[src/hw/rtl/crl_ram.sv]
module crl_ram #(
    parameter int WIDTH = 32,
    parameter int DEPTH = 64
) (
    input  logic                                   i_clk,
    input  logic                                   i_we,
    input  logic [((DEPTH > 1) ? $clog2(DEPTH) : 1)-1:0] i_waddr,
    input  logic [WIDTH-1:0]                       i_wdata,
    input  logic                                   i_re,
    input  logic [((DEPTH > 1) ? $clog2(DEPTH) : 1)-1:0] i_raddr,
    output logic [WIDTH-1:0]                       o_rdata
);

    logic [WIDTH-1:0] r_mem [DEPTH];

    always_ff @(posedge i_clk) begin
        if (i_we) begin
            r_mem[i_waddr] <= i_wdata;
        end
        if (i_re) begin
            o_rdata <= r_mem[i_raddr];
        end
    end

endmodule

[config.mk]
export PLATFORM = sky130hd
export DESIGN_NAME = crl_ram
export DESIGN_NICKNAME = d
export VERILOG_FILES = /design/src/hw/rtl/crl_ram.sv
export SDC_FILE = /design/constraint.sdc
export NUM_CORES = 2
export LEC_CHECK = 0
export BUFFER_PORTS_ARGS = -buffer_cell sky130_fd_sc_hd__buf_2
export CAP_MARGIN = 20
export CORE_ASPECT_RATIO = 0.8
export CORE_MARGIN = 2
export CORE_UTILIZATION = 35
export DETAILED_ROUTE_END_ITERATION = 7
export HOLD_SLACK_MARGIN = 0.06
export PLACE_DENSITY = 0.47
export SLEW_MARGIN = 30
export SYNTH_ARGS = -nofsm -noshare
export SYNTH_HDL_FRONTEND = slang
export SYNTH_SLANG_ARGS = --single-unit
[constraint.sdc]
create_clock -name i_clk -period 7.5 [get_ports i_clk]
set_clock_uncertainty 0.1 [all_clocks]
set_input_delay 1.5 -clock i_clk [delete_from_list [all_inputs] [get_ports i_clk]]
set_output_delay 1.5 -clock i_clk [all_outputs]
set_load 0.005 [all_outputs]
# Word level (Yosys, flattened, before mapping)
# Memory sizes are Yosys's and may differ from the RTL's. A register that Yosys moved wholly into a read port is not among the register bits.
# Index checks and enable logic that the tools add are counted.
word_totals:
  word_cells: 3
  regBits: 0
  mem_bits_rw: 2048
  out_inout_bits: 32
  n_memories: 1
  in_bits: 47
memory_table:
  columns: ["name", "depth", "width", "read_ports", "rd_clocked_by_memory_dff", "write_ports", "line_no", "source"]
  rows:
  - ["r_mem", 64, 32, 1, 1, 1, "14", "logic [WIDTH-1:0] r_mem [DEPTH];"]
op_classes:
  mux: 2
op_table:
  columns: ["op", "n"]
  rows:
  - ["two-way mux 1 bit", 2]

# Longest topological paths before layout
logic_depth:
  ltp_word: 2
  mapped_depth: 10
  mapped_depth_nobuf: 5

# Worst setup path before layout
# OpenSTA, ideal clock, no wires.
synth_path:
  path_kind: "in2reg"
  startpoint: "in i_waddr[3] (netlist bit)"
  endpoint: "mem r_mem[48][0], enable pin"
  arrival_ns: 4.199
  path_buffers: 1
  setup_time_ns: 0.461
  stages: 4
  slack_ns: 2.740
  t_required_ns: 6.939
  cell_sequence: "clkbuf_1 -> nor2b_1 -> nand4b_1 -> nor3_1"
synth_rtl:
  columns: ["element", "line_no", "source"]
  rows:
  - ["from (decl)", "7", "input logic [((DEPTH > 1) ? $clog2(DEPTH) : 1)-1:0] i_waddr,"]
  - ["to (decl)", "14", null]
# Straight into the memory's write port.

==> key figures <==
Outcome
  – Outcome: finished, final reports clean

Finish
  – Commonest non-fill, non-tap cell in the layout: edfxtp_1
  – Synthesis-to-layout area growth: 14.5%
  – Multi-input logic area: between 15000 and 20000 um2
  – Post-Layout Cell Count: 6729
  – Fraction of layout cells with a size suffix above 1: 0.297
  – Final core occ: 0.404
  – Most frequent cells in the layout: edfxtp_1 (2080), mux4_2 (544), clkbuf_16 (215)
  – Register area: around 62000 um2
  – Post-route cell area: approximately 90000 um2
  – Net count, final: 3621
  – Fill count: roughly 20000

Power and ir drop
  – Power Dens Cells: ~270 nW/um2
  – Worst vdd ir: approximately 170 uV
  – Leak: 27.7 nW

Synth
  – Netlist cell types: 33
  – Number of synthesis warnings: 0
  – Gate Count Post-Synth: around 3300
  – Net count after synthesis: 3371
  – Sequential-to-total area share from yosys stat: 0.792
  – Area contributors post-synth: edfxtp_1 (79%), mux4_2 (16%), mux2i_1 (1.2%), o22ai_1 (0.67%), nor2_1 (0.65%)
  – Post-synth top area share: 0.792
  – Synth Area per Inst: roughly 24 um2
  – Synth Cell Area: just under 80000 um2
  – Number of synthesized register bits: roughly 2100
  – Largest area contributor in the netlist: edfxtp_1

Route
  – Routed WL: approximately 220000 um
  – Average wire per standard cell: about 33 um
  – Vias: between 30000 and 40000
  – DR vias/cell: between 5 and 6
  – Initial DRC count: approximately 4700
  – Post-route ant nets: 0
  – DR pass1 iterations: 5
  – # DRC: 0

Global route
  – Vias in the first global route: 37200
  – Largest net degree at the start of global routing: 86
  – Antenna violations before repair: 24
  – Global-route wire length before repair: about 310000 um
  – GRT Overall Usage: 0.195
  – Total gr overflow: 0

Critical path
  – Worst Path Arrival: a little under 5000 ps
  – Biggest cell delay along the critical path: approximately 800 ps
  – Buf/Inv on CP: 3
  – Critical path type: input port to register
  – Crit path max-delay family: buffers and inverters
  – Crit. End Element: register
  – Startpoint Class: input port
  – Worst path most repeated cell: a21oi_1
  – CP max FO: 76
  – Cell Chain, Critical Path: buf_8 > buf_12 > buf_4 > mux4_2 > mux2i_1 > a21oi_1 > a21oi_1 > nor2_1
  – CP required: between 7000 and 8000 ps
  – Slowest-stage cell, CP: a21oi_1

Clock network
  – Worst skew pair latency: 840 ps
  – Hold Buf Count CTS: 0
  – Clk root buf: clkbuf_16
  – Clk buf depth: 4
  – Number of CTS-inserted buffers: ~210
  – H-Tree Depth: 4
  – TritonCTS clock tree: built
  – Postcts setup bufs: 0
  – Clock transition at path regs: about 60 ps
  – CTS Sinks: 2080
  – Resize count post-CTS: 0

STA
  – Hold slack: 854 ps
  – Slew @ Worst Pin: roughly 1100 ps
  – Period utilization: 0.596
  – Max Fclk: 224 MHz
  – Unrepaired setup endpoints after global routing: no
  – Endpoints failing setup: 0
  – Final hold violations: 0
  – Max_slew headroom: 0.241
  – Setup tns final: 0 ps
  – Max-slew violations: 0
  – Final min period: around 4500 ps

Flow run
  – Max_cap viols: 0

Placed design
  – Placer Congestion: just over 0.7
  – Detailed placer's ending HPWL: approximately 120000 um
  – Cells after DPL: about 6300
  – PortBufs: 78
  – DP Area: between 80000 and 90000 um2

Floorplan
  – Die width: ~530 um
  – IO Count: 79
  – Core area: around 220000 um2
  – Row Count: 155
  – Die area: between 200000 and 250000 um2
  – Starting Density: 0.353
  – Die Ht: between 400 and 500 um

Worst hold path
  – Hold Path Class: register to register
==> kinds of logic (layout without fill, tap and decap cells) <==
kind of cell,count (synthesis),count (layout),share of synthesized area
DFF,2080,2080,0.792
muxes,637,637,0.167
and+or+nand+nor,223,223,0.0126
AOI/OAI and AO/OA,202,202,0.0167
buffers and inverters,182,600,0.0112
other,0,4,0
==> cell usage after synthesis, drive strengths merged <==
master / number
or3: 3
mux4: 544
o32ai: 4
or2: 3
o221ai: 27
a41o: 4
mux2i: 93
edfxtp: 2080
nor2: 137
and3: 4
a311oi: 8
nand3b: 5
nand2b: 8
nand4b: 1
nor2b: 15
and2: 2
buf: 108
clkbuf: 74
nand3: 5
or3b: 5
nand4: 2
o22ai: 84
a31oi: 1
nor3: 7
a21oi: 62
nand2: 26
a22oi: 12
==> worst reg2reg max path, cell delays in order, from the launching register on <==
cell and delay, ps:
edfxtp_1 350, mux4_2 490, mux4_2 480, o22ai_1 880, nor2_1 110
==> routing by layer <==
metal / track usage / up-vias / share of wire
li1: - / 14900 / -
met1: 0.282 / 20200 / 0.44
met2: 0.301 / 1216 / 0.47
met3: 0.0437 / 293 / 0.069
met4: 0.0446 / 6 / 0.022
met5: 0 / - / 0.00013
==> power breakdown <==
part / internal (W) / switching [W]
combinational: 0.000428 / 0.000761
clock: 0.00556 / 0.00436
sequential: 0.0129 / 0.0000424
==> stage by stage <==
step                power (W)  setup slack (ps)
finish                 0.0240              3030
global route           0.0248              2840
CTS                    0.0243              2990
detailed placement     0.0144              2120
global placement       0.0144              2030
floorplan              0.0138              2740
==> area by class of cell <==
cell class	instances	share of cell area
timing repair buffer	219	0.0194
antenna	4	0.000111
multi-input combinational	1062	0.177
clock inverter	117	0.00849
sequential	2080	0.692
clock buffer	264	0.0616
tap	2983	0.0413
==> sequential cells by signal, indices dropped and copies added (netlist names) <==
name / cells
r_mem: 2048
o_rdata: 32
==> final timing paths <==
check	start	end	slack [ps]	cells after the start
min reg2reg	r_mem[60][18]	o_rdata[18]	850	5
max	i_raddr[0]	o_rdata[7]	3030	8
max reg2reg	r_mem[15][18]	o_rdata[18]	4810	4
min	r_mem[60][18]	o_rdata[18]	850	5
No activity file was read; power rests on OpenSTA's default activity.
